<file path="src/assert_macros.svh">
// assertion macros shared by the edge colour run mask rtl
// no dependencies; included by the modules that carry assertions
`ifndef ASSERT_MACROS_SVH
`define ASSERT_MACROS_SVH

// checked on every rising edge, masked while reset is high
`define ECRM_ASSERT(lbl, clk, rst, prop, msg) \
  lbl: assert property (@(posedge clk) disable iff (rst) prop) else $error(msg);

// checked on every rising edge, reset included
`define ECRM_ASSERT_ALWAYS(lbl, clk, prop, msg) \
  lbl: assert property (@(posedge clk) prop) else $error(msg);

`endif

</file>
<file path="src/ecrm_pkg.sv">
// shared types and constants of the edge colour run mask
// no dependencies; imported by every module of the block but ecrm_ram
`default_nettype none

package ecrm_pkg;

  localparam int MAX_WIDTH  = 1024;
  localparam int MAX_HEIGHT = 1024;

  // input field widths
  localparam int FUNC_W  = 2;
  localparam int PIXEL_W = 32;
  localparam int COORD_W = 10;
  localparam int MASK_W  = 8;

  localparam int S_TDATA_W = 56;
  localparam int M_TDATA_W = 8;

  // table address and entry widths
  localparam int COL_AW = (MAX_WIDTH  > 1) ? $clog2(MAX_WIDTH)  : 1;
  localparam int ROW_AW = (MAX_HEIGHT > 1) ? $clog2(MAX_HEIGHT) : 1;
  localparam int COLF_W = $clog2(MAX_WIDTH + 1);
  localparam int ROWF_W = $clog2(MAX_HEIGHT + 1);

  // clearing sweep covers the deeper table
  localparam int SWEEP_DEPTH = (MAX_WIDTH > MAX_HEIGHT) ? MAX_WIDTH : MAX_HEIGHT;
  localparam int SWEEP_W = (SWEEP_DEPTH > 1) ? $clog2(SWEEP_DEPTH) : 1;

  // queue between front and back
  localparam int Q_DEPTH = 2;
  localparam int Q_PW    = (Q_DEPTH > 1) ? $clog2(Q_DEPTH) : 1;
  localparam int Q_CW    = $clog2(Q_DEPTH + 1);

  localparam logic [MASK_W-1:0] MASK_OPAQUE = 8'd255;
  localparam logic [MASK_W-1:0] MASK_CLEAR  = 8'd0;

  // function codes on the input stream
  localparam logic [FUNC_W-1:0] FUNC_CLEAR = 2'd0;
  localparam logic [FUNC_W-1:0] FUNC_LOAD  = 2'd1;
  localparam logic [FUNC_W-1:0] FUNC_QUERY = 2'd2;

  // configuration register indexes
  localparam logic REG_KEY_COLOR     = 1'b0;
  localparam logic REG_CHANNEL_COUNT = 1'b1;

  localparam int CH_CNT_W = 3;
  localparam logic [CH_CNT_W-1:0] CH_CNT_RESET = 3'd3;

  typedef enum logic [1:0] {
    OP_CLEAR,
    OP_LOAD,
    OP_QUERY
  } op_t;

  // one classified request on its way to the back end
  typedef struct packed {
    op_t                op;
    logic               in_frame;
    logic [COORD_W-1:0] col;
    logic [COORD_W-1:0] row;
  } req_t;

  // row table entry: bounds along the row, indexed by row
  typedef struct packed {
    logic [COL_AW-1:0] last;
    logic [COLF_W-1:0] first;
  } row_entry_t;

  // column table entry: bounds along the column, indexed by column
  typedef struct packed {
    logic [ROW_AW-1:0] last;
    logic [ROWF_W-1:0] first;
  } col_entry_t;

endpackage

`default_nettype wire

</file>
<file path="src/ecrm_queue.sv">
// short request queue between front and back end
// depends on ecrm_pkg
`default_nettype none
`include "assert_macros.svh"

module ecrm_queue import ecrm_pkg::*; (
  input  wire logic clk,
  input  wire logic rst,
  input  wire logic push,
  input  req_t      push_req,
  output logic      full,
  input  wire logic pop,
  output logic      head_valid,
  output req_t      head_req
);

  req_t              slots [Q_DEPTH];
  logic [Q_PW-1:0]   wr_ptr;
  logic [Q_PW-1:0]   rd_ptr;
  logic [Q_CW-1:0]   count;

  function automatic logic [Q_PW-1:0] ptr_inc(input logic [Q_PW-1:0] p);
    if (p == Q_PW'(Q_DEPTH - 1)) begin
      return '0;
    end
    return p + 1'b1;
  endfunction

  assign full       = (count == Q_CW'(Q_DEPTH));
  assign head_valid = (count != '0);
  assign head_req   = slots[rd_ptr];

  always_ff @(posedge clk) begin
    if (push) begin
      slots[wr_ptr] <= push_req;
    end
  end

  always_ff @(posedge clk) begin
    if (rst) begin
      wr_ptr <= '0;
      rd_ptr <= '0;
      count  <= '0;
    end else begin
      if (push) begin
        wr_ptr <= ptr_inc(wr_ptr);
      end
      if (pop) begin
        rd_ptr <= ptr_inc(rd_ptr);
      end
      if (push && !pop) begin
        count <= count + 1'b1;
      end else if (pop && !push) begin
        count <= count - 1'b1;
      end
    end
  end

  `ECRM_ASSERT(a_no_overflow, clk, rst, push |-> !full, "queue push while full")
  `ECRM_ASSERT(a_no_underflow, clk, rst, pop |-> head_valid, "queue pop while empty")
  `ECRM_ASSERT(a_full_ptrs, clk, rst, full |-> (wr_ptr == rd_ptr), "queue pointers disagree with count")

endmodule

`default_nettype wire

</file>
<file path="config.mk">
export PLATFORM = sky130hd
export DESIGN_NAME = ecrm_queue
export DESIGN_NICKNAME = d
export VERILOG_FILES = /design/src/ecrm_pkg.sv /design/src/ecrm_queue.sv
export VERILOG_INCLUDE_DIRS = /design/src /design/src/src
export SDC_FILE = /design/constraint.sdc
export NUM_CORES = 1
export LEC_CHECK = 0
export ABC_AREA = 1
export BUFFER_PORTS_ARGS = -buffer_cell sky130_fd_sc_hd__buf_2
export CAP_MARGIN = 10
export CELL_PAD_IN_SITES_DETAIL_PLACEMENT = 2
export CELL_PAD_IN_SITES_GLOBAL_PLACEMENT = 2
export CORE_UTILIZATION = 35
export CTS_BUF_LIST = sky130_fd_sc_hd__clkbuf_8
export DETAILED_ROUTE_END_ITERATION = 12
export PLACE_DENSITY = 0.74
export SLEW_MARGIN = 20
export SYNTH_ARGS = -nofsm -noshare
export SYNTH_HDL_FRONTEND = slang
export SYNTH_SLANG_ARGS = --single-unit
</file>
<file path="constraint.sdc">
create_clock -name clk -period 3.22 [get_ports clk]
set_clock_uncertainty 0.05 [all_clocks]
set_input_delay 0.161 -clock clk [delete_from_list [all_inputs] [get_ports clk]]
set_output_delay 0.161 -clock clk [all_outputs]
set_load 0.005 [all_outputs]
</file>
### Word-level counts from Yosys, hierarchy flattened

Memory sizes are Yosys's and may differ from the RTL's. A register that Yosys moved wholly into a read port is not among the register bits.
Cells that the tools add are included.

* add/sub/neg operators: 4
* reductions and logical operators: 6
* multiplexer cells: 16
* eq/ne operators: 1

Operator list (count)
* two-way mux 1 bit: 14
* two-way mux 2 bit: 2
* nonzero test 2 bit: 2
* adder 1 bit (second input constant): 2
* adder 2 x 1 -> 2 bit (second input constant): 1
* == test 2 bit (second input constant): 1
* logical AND 1 bit: 2
* logical NOT 1 bit: 2
* subtractor 2 x 1 -> 2 bit (second input constant): 1

* RAM bits: 46
* output and inout port bits: 25
* bits in registers: 4
* memories: 1

Memories
* slots: depth 2, width 23, rd ports 1, clocked after Yosys merged registers in 1, write ports 1, line ecrm_queue.sv:17 `req_t slots [Q_DEPTH];`

### Longest topological paths before layout

* depth after elaboration: 6
* depth in mapped cells: 8
* depth with buffers taken out: 8

### Least setup slack after synthesis

No wires, ideal clock.

* path type: flip-flop to flip-flop
* start: register wr_ptr
* end: memory slots[0][0] (netlist bit) (enable)
* clock period less this slack: 1759 ps
* slack: 1461 ps
* buffers on the path: 0
* cell stages (with the launch flop): 2
* library setup time: 403 ps
* arrival: 1306 ps
* data required time: 2767 ps
* cell sequence: dfxtp_1 -> nor2_1

RTL lines
* start, declared: line ecrm_queue.sv:18 `logic [Q_PW-1:0] wr_ptr;`
* start signal, assigned: line ecrm_queue.sv:46 `wr_ptr <= ptr_inc(wr_ptr);`
* end, declared: line ecrm_queue.sv:17

Straight into the memory's write port.

==> impl_results.md <==
* DR vias/cell at 4.50
* Final Core Density at 47.6%
* GRT Total Usage at 14.9%
* Unique masters post-synth at 14
* CTS buffer count at 5
* Die height at 75.5 microns
* WL/cell at 17.0 microns
* Final setup fails at 0
* Mapped cell area at 0.00189 sq mm
* # H-tree levels at 2
* Clk slew on worst S/H paths at 0.08 ns
* Antenna violations before repair at 0
* Largest net degree at the start of global routing at 25
* Number of I/O pins at 52
* Worst slew pin tran at 1.04 ns
* First-pass GRT wire length at 5870 microns
* Post-synth top cells: edfxtp_1, mux2_2, inv_1
* 1st-pass router iterations at 2
* EDFF count, synth at 46
* Multi-input gate area at 359 sq um
* Max_cap viols at 0
* Dominant cells by area after synthesis: edfxtp_1, mux2_2, dfxtp_1
* Placement Setup Slack at 1.38 ns
* Starting Density at 36.8%
* Most frequent cell after synthesis: edfxtp_1
* Placer's final routability congestion estimate at 0.651
* Crit path required time at 3.01 ns
* CTS Buffer Depth at 2
* Power Density at 522 mW/mm^2
* Port-buffer cells at 51
* Layout overhead on the synthesized area at 29.6%
* Drt initial violations at 45
* Clock Latency Late Sink at 0.29 ns
* Final Worst Setup Slack at 1.13 ns
* Post-route ant nets at 0
* GRT overflow at 0
* Largest delay contributor family on the critical path: flip-flops
* Core Area at 0.00514 sq mm
* VDD IR max at 0.283 mV
* Post-route setup TNS at 0 ns
* CP cell instances: mux2_2 > buf_2
* Die Footprint at 0.00570 sq mm
* Worst Path Buf+Inv at 1
* Total wire length at 4190 microns
* Post-synth top area cell: edfxtp_1
* Hold WC Path Type: in2reg
* CP max stage delay at 1.02 ns
* Flops & latches, synth at 51
* Vias in the first global route at 1,180
* Crit-path slowest cell: dfxtp_1
* Die X-Extent at 75.5 microns
* Syn_nets at 132
* DP HPWL at 2760 microns
* Final Hold Vio Count at 0
* Worst-path fanout max at 23
* Yosys top cell area share at 73.1%
* Fin crit share at 65.0%
* Post-synth ARST share at 0%
* Setup CP Type: reg2out
* RSZ-0062 raised after global routing: no
* Final Net Count at 203
* DRC violations left at 0
* CTS root buf: clkbuf_8
* Syn Area/Cell at 18.2 sq um
* Register area share after synthesis at 78.4%
* Synth warn at 0
* CTS tree: yes
* Min cycle time layout at 2.09 ns
* Primary FF master, synth: edfxtp_1
* Register Area at 0.00148 sq mm
* F_max at 478 MHz
* Max-slew violation count at 0
* Post-CTS setup buffers at 0
* Dpl cells at 223
* Nature of the critical path endpoint: primary output
* Status: finished, final reports clean
* Vias at 1,106
* Fin cells at 246
* Syn Inst Count at 104
* Worst path arrival time at 1.88 ns
* Worst slew margin at 30.4%
* CP Launch Type: flop
* Filler Cell Count at 525
* N_diodes at 0
* Layout cells sized above 1 at 46.0%
* Row cnt at 26
* Static Leak at 0.966 nW
* CTS Sinks at 51
worst paths after layout:
kind,start,to,slack [ns],cells past startpoint
worst max-delay path,flop,head_req[1],1.13,2
worst max register to register,wr_ptr,slots[1][0],1.61,2
worst min register to register,rd_ptr,rd_ptr,0.49,2
worst min-delay path,push_req[9],slots[1][9],0.01,1
metrics by stage:
stage | cell area (sq um) | hold WS [ns] | total power, mW
3_3_place_gp | 2210 | 0.298 | 0.926
4_1_cts | 2390 | 0.00108 | 1.29
6_report | 2450 | 0.0111 | 1.28
2_1_floorplan | 1890 | 0.183 | 0.867
3_5_place_dp | 2220 | 0.303 | 0.939
5_1_grt | 2450 | -0.00461 | 1.34
state kept, by name (all words and copies together) (netlist names), named ones only:
register,flops
count,2
rd_ptr,1
slots,46
wr_ptr,1
layout make-up:
class	instances	share of cell area, %
repair buffers	66	16.6
clock inverters	3	0.511
well taps	70	3.58
flip-flops and latches	51	60.5
clock buffers	5	2.81
inverters	9	1.38
multi-input cells	42	14.7
layout by cell type (no fill, tap or decap), drive strengths merged:
master,netlist,routed
o21ai,1,1
mux2,23,23
a21oi,1,1
dfxtp,5,5
clkinv,0,1
nand4,1,1
nand3,1,1
nor3,1,1
edfxtp,46,46
nand2,6,6
dlygate4sd3,0,15
xnor2,1,1
inv,9,11
clkbuf,0,5
ha,1,1
nor2,6,6
buf,2,51
repair_timing:
| item | 4_1_cts | 5_1_grt |
|---|---|---|
| gates resized for setup | 0 | 0 |
| hold endpoints to repair | 18 | 11 |
| endpoints found under the setup margin | 0 | 0 |
| hold buffers | 9 | 6 |
power by group:
group	switching (mW)	total [mW]	internal (mW)	leakage (nW)
sequential	0.0233	0.786	0.763	0.473
combinational	0.0681	0.151	0.0832	0.442
clock	0.193	0.340	0.147	0.0505
total	0.285	1.28	0.992	0.966
routing by layer:
layer | wire (microns) | part of all wire [%] | global-route usage [%] | up-vias
met5 | 0 | 0 | 0 | -
met4 | 48 | 1.1 | 4.94 | 0
met3 | 181 | 4.3 | 4.37 | 6
met2 | 2310 | 55 | 27.9 | 33
met1 | 1660 | 39 | 16.1 | 545
li1 | - | - | - | 522
cells by family after synthesis:
kind of cell / count (synthesis) / share of synthesized area [%]
buffers and inverters: 11 / 2.98
AO/OA/AOI/OAI: 2 / 0.529
adder cells (fa/ha/maj): 1 / 0.662
XOR/XNOR: 1 / 0.464
flip-flops: 51 / 78.4
AND/OR/NAND/NOR: 15 / 3.24
multiplexers: 23 / 13.7
No activity file was read; power rests on OpenSTA's default activity.
