<file path="src/assert_macros.svh">
// assertion macros shared by the edge colour run mask rtl
// no dependencies; included by the modules that carry assertions
`ifndef ASSERT_MACROS_SVH
`define ASSERT_MACROS_SVH

// checked on every rising edge, masked while reset is high
`define ECRM_ASSERT(lbl, clk, rst, prop, msg) \
  lbl: assert property (@(posedge clk) disable iff (rst) prop) else $error(msg);

// checked on every rising edge, reset included
`define ECRM_ASSERT_ALWAYS(lbl, clk, prop, msg) \
  lbl: assert property (@(posedge clk) prop) else $error(msg);

`endif

</file>
<file path="src/ecrm_pkg.sv">
// shared types and constants of the edge colour run mask
// no dependencies; imported by every module of the block but ecrm_ram
`default_nettype none

package ecrm_pkg;

  localparam int MAX_WIDTH  = 1024;
  localparam int MAX_HEIGHT = 1024;

  // input field widths
  localparam int FUNC_W  = 2;
  localparam int PIXEL_W = 32;
  localparam int COORD_W = 10;
  localparam int MASK_W  = 8;

  localparam int S_TDATA_W = 56;
  localparam int M_TDATA_W = 8;

  // table address and entry widths
  localparam int COL_AW = (MAX_WIDTH  > 1) ? $clog2(MAX_WIDTH)  : 1;
  localparam int ROW_AW = (MAX_HEIGHT > 1) ? $clog2(MAX_HEIGHT) : 1;
  localparam int COLF_W = $clog2(MAX_WIDTH + 1);
  localparam int ROWF_W = $clog2(MAX_HEIGHT + 1);

  // clearing sweep covers the deeper table
  localparam int SWEEP_DEPTH = (MAX_WIDTH > MAX_HEIGHT) ? MAX_WIDTH : MAX_HEIGHT;
  localparam int SWEEP_W = (SWEEP_DEPTH > 1) ? $clog2(SWEEP_DEPTH) : 1;

  // queue between front and back
  localparam int Q_DEPTH = 2;
  localparam int Q_PW    = (Q_DEPTH > 1) ? $clog2(Q_DEPTH) : 1;
  localparam int Q_CW    = $clog2(Q_DEPTH + 1);

  localparam logic [MASK_W-1:0] MASK_OPAQUE = 8'd255;
  localparam logic [MASK_W-1:0] MASK_CLEAR  = 8'd0;

  // function codes on the input stream
  localparam logic [FUNC_W-1:0] FUNC_CLEAR = 2'd0;
  localparam logic [FUNC_W-1:0] FUNC_LOAD  = 2'd1;
  localparam logic [FUNC_W-1:0] FUNC_QUERY = 2'd2;

  // configuration register indexes
  localparam logic REG_KEY_COLOR     = 1'b0;
  localparam logic REG_CHANNEL_COUNT = 1'b1;

  localparam int CH_CNT_W = 3;
  localparam logic [CH_CNT_W-1:0] CH_CNT_RESET = 3'd3;

  typedef enum logic [1:0] {
    OP_CLEAR,
    OP_LOAD,
    OP_QUERY
  } op_t;

  // one classified request on its way to the back end
  typedef struct packed {
    op_t                op;
    logic               in_frame;
    logic [COORD_W-1:0] col;
    logic [COORD_W-1:0] row;
  } req_t;

  // row table entry: bounds along the row, indexed by row
  typedef struct packed {
    logic [COL_AW-1:0] last;
    logic [COLF_W-1:0] first;
  } row_entry_t;

  // column table entry: bounds along the column, indexed by column
  typedef struct packed {
    logic [ROW_AW-1:0] last;
    logic [ROWF_W-1:0] first;
  } col_entry_t;

endpackage

`default_nettype wire

</file>
<file path="src/ecrm_front.sv">
// front end: configuration registers, request decode and key compare
// depends on ecrm_pkg; feeds ecrm_queue
`default_nettype none

module ecrm_front import ecrm_pkg::*; (
  input  wire logic                   clk,
  input  wire logic                   rst,
  input  wire logic                   cfg_we,
  input  wire logic                   cfg_index,
  input  wire logic [PIXEL_W-1:0]     cfg_data,
  input  wire logic                   s_tvalid,
  output logic                        s_tready,
  input  wire logic [S_TDATA_W-1:0]   s_tdata,
  input  wire logic [FUNC_W-1:0]      s_tuser,
  input  wire logic                   hold,
  input  wire logic                   q_full,
  output logic                        q_push,
  output req_t                        q_req
);

  logic [PIXEL_W-1:0]  key_color;
  logic [CH_CNT_W-1:0] channel_count;

  logic [PIXEL_W-1:0] pixel;
  logic [COORD_W-1:0] col;
  logic [COORD_W-1:0] row;
  logic               in_frame;
  logic               miss;
  logic               keep;

  always_ff @(posedge clk) begin
    if (rst) begin
      key_color     <= '0;
      channel_count <= CH_CNT_RESET;
    end else if (cfg_we) begin
      unique case (cfg_index)
        REG_KEY_COLOR:     key_color     <= cfg_data;
        REG_CHANNEL_COUNT: channel_count <= cfg_data[CH_CNT_W-1:0];
      endcase
    end
  end

  assign pixel = s_tdata[PIXEL_W-1:0];
  assign col   = s_tdata[PIXEL_W +: COORD_W];
  assign row   = s_tdata[PIXEL_W+COORD_W +: COORD_W];

  assign in_frame = ({1'b0, col} < (COORD_W+1)'(MAX_WIDTH)) &&
                    ({1'b0, row} < (COORD_W+1)'(MAX_HEIGHT));

  // channel i takes part when channel_count exceeds i
  always_comb begin
    miss = 1'b0;
    for (int i = 0; i < 4; i++) begin
      if ((channel_count > CH_CNT_W'(i)) &&
          (pixel[8*i +: 8] != key_color[8*i +: 8])) begin
        miss = 1'b1;
      end
    end
  end

  always_comb begin
    q_req.col      = col;
    q_req.row      = row;
    q_req.in_frame = in_frame;
    q_req.op       = OP_QUERY;
    keep           = 1'b0;
    unique case (s_tuser)
      FUNC_CLEAR: begin
        q_req.op = OP_CLEAR;
        keep     = 1'b1;
      end
      FUNC_LOAD: begin
        // loads matching the key or off the frame change nothing
        q_req.op = OP_LOAD;
        keep     = in_frame && miss;
      end
      FUNC_QUERY: begin
        q_req.op = OP_QUERY;
        keep     = 1'b1;
      end
      default: begin
        keep = 1'b0;
      end
    endcase
  end

  assign s_tready = !q_full && !hold;
  assign q_push   = s_tvalid && s_tready && keep;

endmodule

`default_nettype wire

</file>
<file path="config.mk">
export PLATFORM = sky130hd
export DESIGN_NAME = ecrm_front
export DESIGN_NICKNAME = d
export VERILOG_FILES = /design/src/assert_macros.svh /design/src/ecrm_pkg.sv /design/src/ecrm_front.sv
export SDC_FILE = /design/constraint.sdc
export NUM_CORES = 1
export LEC_CHECK = 0
export CAP_MARGIN = 5
export CORE_MARGIN = 2
export CORE_UTILIZATION = 50
export CTS_CLUSTER_SIZE = 16
export DETAILED_ROUTE_END_ITERATION = 8
export DONT_BUFFER_PORTS = 1
export PLACE_DENSITY = 0.63
export SLEW_MARGIN = 20
export SYNTH_ARGS = -nofsm -noshare
export SYNTH_HDL_FRONTEND = slang
export SYNTH_SLANG_ARGS = --single-unit
</file>
<file path="constraint.sdc">
create_clock -name clk -period 2.2 [get_ports clk]
set_input_delay 0.22 -clock clk [delete_from_list [all_inputs] [get_ports clk]]
set_output_delay 0.22 -clock clk [all_outputs]
set_load 0.03 [all_outputs]
</file>
Yosys cells after proc, flatten, opt, wreduce, memory -nomap -nowiden
Index checks and enable logic that the tools add are counted.

operators by class
  divide/modulo/power cells = 0
  add/sub/neg operators = 0
  magnitude comparators = 4
  multipliers = 0
  equality and inequality tests = 6
  muxes and demuxes = 6
  reduce and logical (&&, ||, !) cells = 13
  bitwise logic cells = 1
  shift-type cells = 0

operators with widths
  cell                                                  count
  != test 8 bit                                         4
  logical AND 1 bit                                     7
  > comparator 3 x 1 -> 1 bit (second input constant)   2
  > comparator 3 x 2 -> 1 bit (second input constant)   2
  2-to-1 mux 1 bit                                      4
  case mux 2 bit (2 select lines)                       1
  AND reduction 2 bit                                   2
  equality test 2 x 1 -> 1 bit (second input constant)  1
  equality test 2 bit (second input constant)           1
  logical NOT 1 bit                                     2
  logical NOT 2 bit                                     1
  case mux 1 bit (2 select lines)                       1
  OR reduction 2 bit                                    1
  NOT 1 bit                                             1

storage, ports and cells
  RAM bits = 0
  logic and storage cells = 32
  ROM bits = 0
  memories = 0
  output and inout port bits = 25
  latch bits = 0
  bits of input ports = 97
  flip-flop bits (word level) = 35

Longest topological paths before layout
  depth in word-level cells = 8
  mapped depth = 5
  gate-level depth less buffers = 5

Least setup slack after synthesis
OpenSTA, ideal clock, no wires.

  kind = input port to output port
  start = input port hold
  end = output port q_push
  cell stages on the path = 3
  required time = 1.980 ns
  setup slack = 0.664 ns
  buffers on the path = 0
  arrival = 1.316 ns
  path through = nor2_1 -> nand2_1 -> o2bb2ai_1

between the ends
  cells in the longest elaborated chain, start to end = 4

RTL lines
  what                             RTL line          text
  start: declaration               ecrm_front.sv:15  input wire logic hold,
  logical NOT 1 bit                ecrm_front.sv:87  assign s_tready = !q_full && !hold;
  logical AND 1 bit                ecrm_front.sv:87
  logical AND 1 bit (2 in series)  ecrm_front.sv:88  assign q_push = s_tvalid && s_tready && keep;
  end: declaration                 ecrm_front.sv:17  output logic q_push,

No other way between the ends.

Worst setup path after layout
  start = register key_color[28]
  end = output port q_push

between the ends
  cells in the longest elaborated chain, start to end = 5

RTL lines
  what                             RTL line          text
  start: declaration               ecrm_front.sv:21  logic [PIXEL_W-1:0] key_color;
  start signal: assignment         ecrm_front.sv:37  REG_KEY_COLOR: key_color <= cfg_data;
  != test 8 bit                    ecrm_front.sv:55  (pixel[8*i +: 8] != key_color[8*i +: 8])) begin
  logical AND 1 bit                ecrm_front.sv:54  if ((channel_count > CH_CNT_W'(i)) &&
  2-to-1 mux 1 bit                 ecrm_front.sv:54
  case mux 1 bit (2 select lines)  ecrm_front.sv:67  unique case (s_tuser)
  logical AND 1 bit                ecrm_front.sv:88

No other way between the ends.

==> results.md <==
- Hold_ws: 0.01706 ns
- Pwr Density: 651.0 nW/µm²
- All-Layer GR Usage: 18.76%
- Clock Power Share: 26.2%
- Largest delay share family, worst path: compound AO/OA/AOI/OAI gates
- Internal power: 0.8518 mW
- Aggregate global routing overflow: 0
- # diodes: 0
- Hold Crit Depth: 2
- Comb pwr share: 13.4%
- Vias in the first global route: 1325
- Global-route wire length before repair: 5.947 mm
- 1st-iter DRT viols: 52
- Largest net degree at the start of global routing: 36
- Clock-pin slew of the registers on the worst-case setup and hold paths: 0.09 ns
- Commonest non-fill, non-tap cell in the layout: nand2_1
- Req. time, crit path: 1.98 ns
- Max-slew violations: 0
- Leakage: 0.5581 nW
- Seq/Total Area, Yosys: 38.38%
- Endpoint type of the worst setup path: output pin
- Slowest CP cell: dfxtp_1
- Sum of buffers and inverters on the critical path: 1
- CP max FO: 2
- Maximum vdd drop: 363.2 µV
- Synth unique cells: 22
- Max stage delay on crit path: 0.33 ns
- Hold endpoint: key_color[26]
- Largest buffer count on any clock path: 2
- DRT Wirelength: 3.749 mm
- TritonRoute pass-1 iters: 4
- Critical path class: register to output pin
- Unrepaired setup endpoints after global routing: false
- Final Cycle Share: 87.85%
- Syn_nets: 323
- # resized after CTS: 0
- Post-DR vias/cell: 5.359
- Syn_area_per_cell: 8.077 µm²
- Switch Pwr: 0.2804 mW
- Placed Area: 1658 µm²
- Die Wd: 64.43 µm
- Number of buffers created by CTS: 5
- Worst slew margin: 60.35%
- Total core area: 3416 µm²
- Total Neg Setup Slack: 0 ns
- Hold Startpoint: cfg_data[26]
- Final nets: 303
- Ratio of cells with drive above 1 in the final layout: 6.829%
- Layout area overhead: -4.729%
- Reg2Reg Setup Slack: 1.50 ns
- CP startpoint kind: register
- RR Startpoint: channel_count[1]
- Flops & latches, synth: 35
- Fin worst setup slack: 0.2672 ns
- Sink Count: 35
- DPL Wire Length: 2.868 mm
- Least-Margin Pin Slew: 0.5936 ns
- Die footprint: 4151 µm²
- Routability-driven placement congestion ratio: 0.8062
- Critical-path cell list: xnor2_1 -> nand4_1 -> o21ai_0 -> o2111ai_1 -> o2bb2ai_1 -> buf_4
- CTS tree: done
- Final hold violation count: 0
- Vias: 1345
- Wire per inst: 14.94 µm
- Initial core utilization: 53.44%
- Critical Path AT: 1.71 ns
- Most frequent cells in the layout: nand2_1, dfxtp_1, xnor2_1, a21oi_1, nand4_1
- Antenna viol nets, final: 0
- Max cap viols: 0
- # IOs: 122
- Mapped Area: 1826 µm²
- # port buffers: 0
- Chip Height: 64.43 µm
- Clock root buffer: clkbuf_4
- Final Skew: 0 ns
- Status: complete, no violations
- # rows: 21
- Worst-Skew Late Latency: 0.32 ns
- Number of remaining DRC errors: 0
- Fmax: 517.4 MHz
- Seq pwr share: 60.4%
- Post-Place Worst Slack: 0.6568 ns
- Ys Warns: 0
- Synth Instances: 226
- H-Tree Depth: 2
- R2r worst-path depth: 1
- Switch share: 24.77%
- Post-CTS Setup Inserts: 0
- Worst hold path type: input port to register
- Final min period: 1.933 ns
- Setup-failing EPs final: 0
- Antenna violations before repair: 0
- Design area: 1739 µm²
- RR Endpoint: channel_count[1]
## worst max-delay path by stage
stage                     cells past startpoint  slack (ns)     startpoint  endpoint
after floorplan                               3        0.66           hold    q_push
after global placement                        6        0.72  key_color[28]    q_push
after detailed placement                      6        0.66  key_color[28]    q_push
after CTS                                     6        0.26  key_color[28]    q_push
after global routing                          6        0.18  key_color[31]    q_push
final                                         6        0.27  key_color[28]    q_push
## registers in the layout (all words and copies together), names as in the netlist
| name | cells |
|---|---|
| channel_count | 3 |
| key_color | 32 |
## routing by layer
layer | GRT usage [%] | wire length [µm] | share of wire, %
met5 | 0 | 0 | 0
met4 | 9.840 | 148 | 3.9
met3 | 7.292 | 333 | 8.9
met2 | 31.51 | 1798 | 48
met1 | 20.41 | 1469 | 39
## cells in the mapped netlist, drive strengths merged
cell type / count / share of area, %
or2b: 1 / 0.62
buf: 29 / 13
nor2: 3 / 0.62
o32ai: 1 / 0.48
nand2: 67 / 14
conb: 1 / 0.21
o2111ai: 1 / 0.48
nand4: 8 / 2.7
clkbuf: 4 / 0.82
dfxtp: 35 / 38
nor2b: 2 / 0.69
o21ai: 1 / 0.27
nand3: 1 / 0.27
o2bb2ai: 1 / 0.48
a211o: 2 / 0.96
o22ai: 1 / 0.34
xnor2: 32 / 15
and3: 2 / 0.69
a21oi: 34 / 9.9
## power by group through the flow
stage | combinational [mW] | sequential, mW | clock, mW
finish | 0.151 | 0.684 | 0.297
global route | 0.171 | 0.689 | 0.351
CTS | 0.151 | 0.685 | 0.318
detailed placement | 0.137 | 0.699 | 0
global placement | 0.132 | 0.697 | 0
floorplan | 0.207 | 0.695 | 0
## cell type report
type                            count  area (µm²)
Tap cell                           46       57.56
Clock buffer                        6       41.29
Timing Repair Buffer                6       62.56
Sequential cell                    35       700.7
Fill cell                         340        1677
Multi-Input combinational cell    158       877.1
## timing repair
| item | 4_1_cts | 5_1_grt |
|---|---|---|
| hold buffers | 1 | 2 |
| hold endpoints to repair | 35 | 2 |
| endpoints found under the setup margin | 0 | 0 |
## per-stage QoR
step / total power, mW / cells / util (%)
2_1_floorplan: 0.9018 / 226 / -
3_3_place_gp: 0.8294 / 242 / 48.53
3_5_place_dp: 0.8362 / 242 / 48.53
4_1_cts: 1.154 / 249 / 50.33
5_1_grt: 1.211 / 251 / 50.92
6_report: 1.132 / 251 / 50.92
## cell families after synthesis
family | Yosys count | synth area share (%)
AO/OA/AOI/OAI | 41 | 12.95
AND/OR/NAND/NOR | 84 | 19.40
buffers and inverters | 33 | 13.71
flip-flops | 35 | 38.38
XOR/XNOR | 32 | 15.35
other | 1 | 0.2054
No activity file was read; power rests on OpenSTA's default activity.
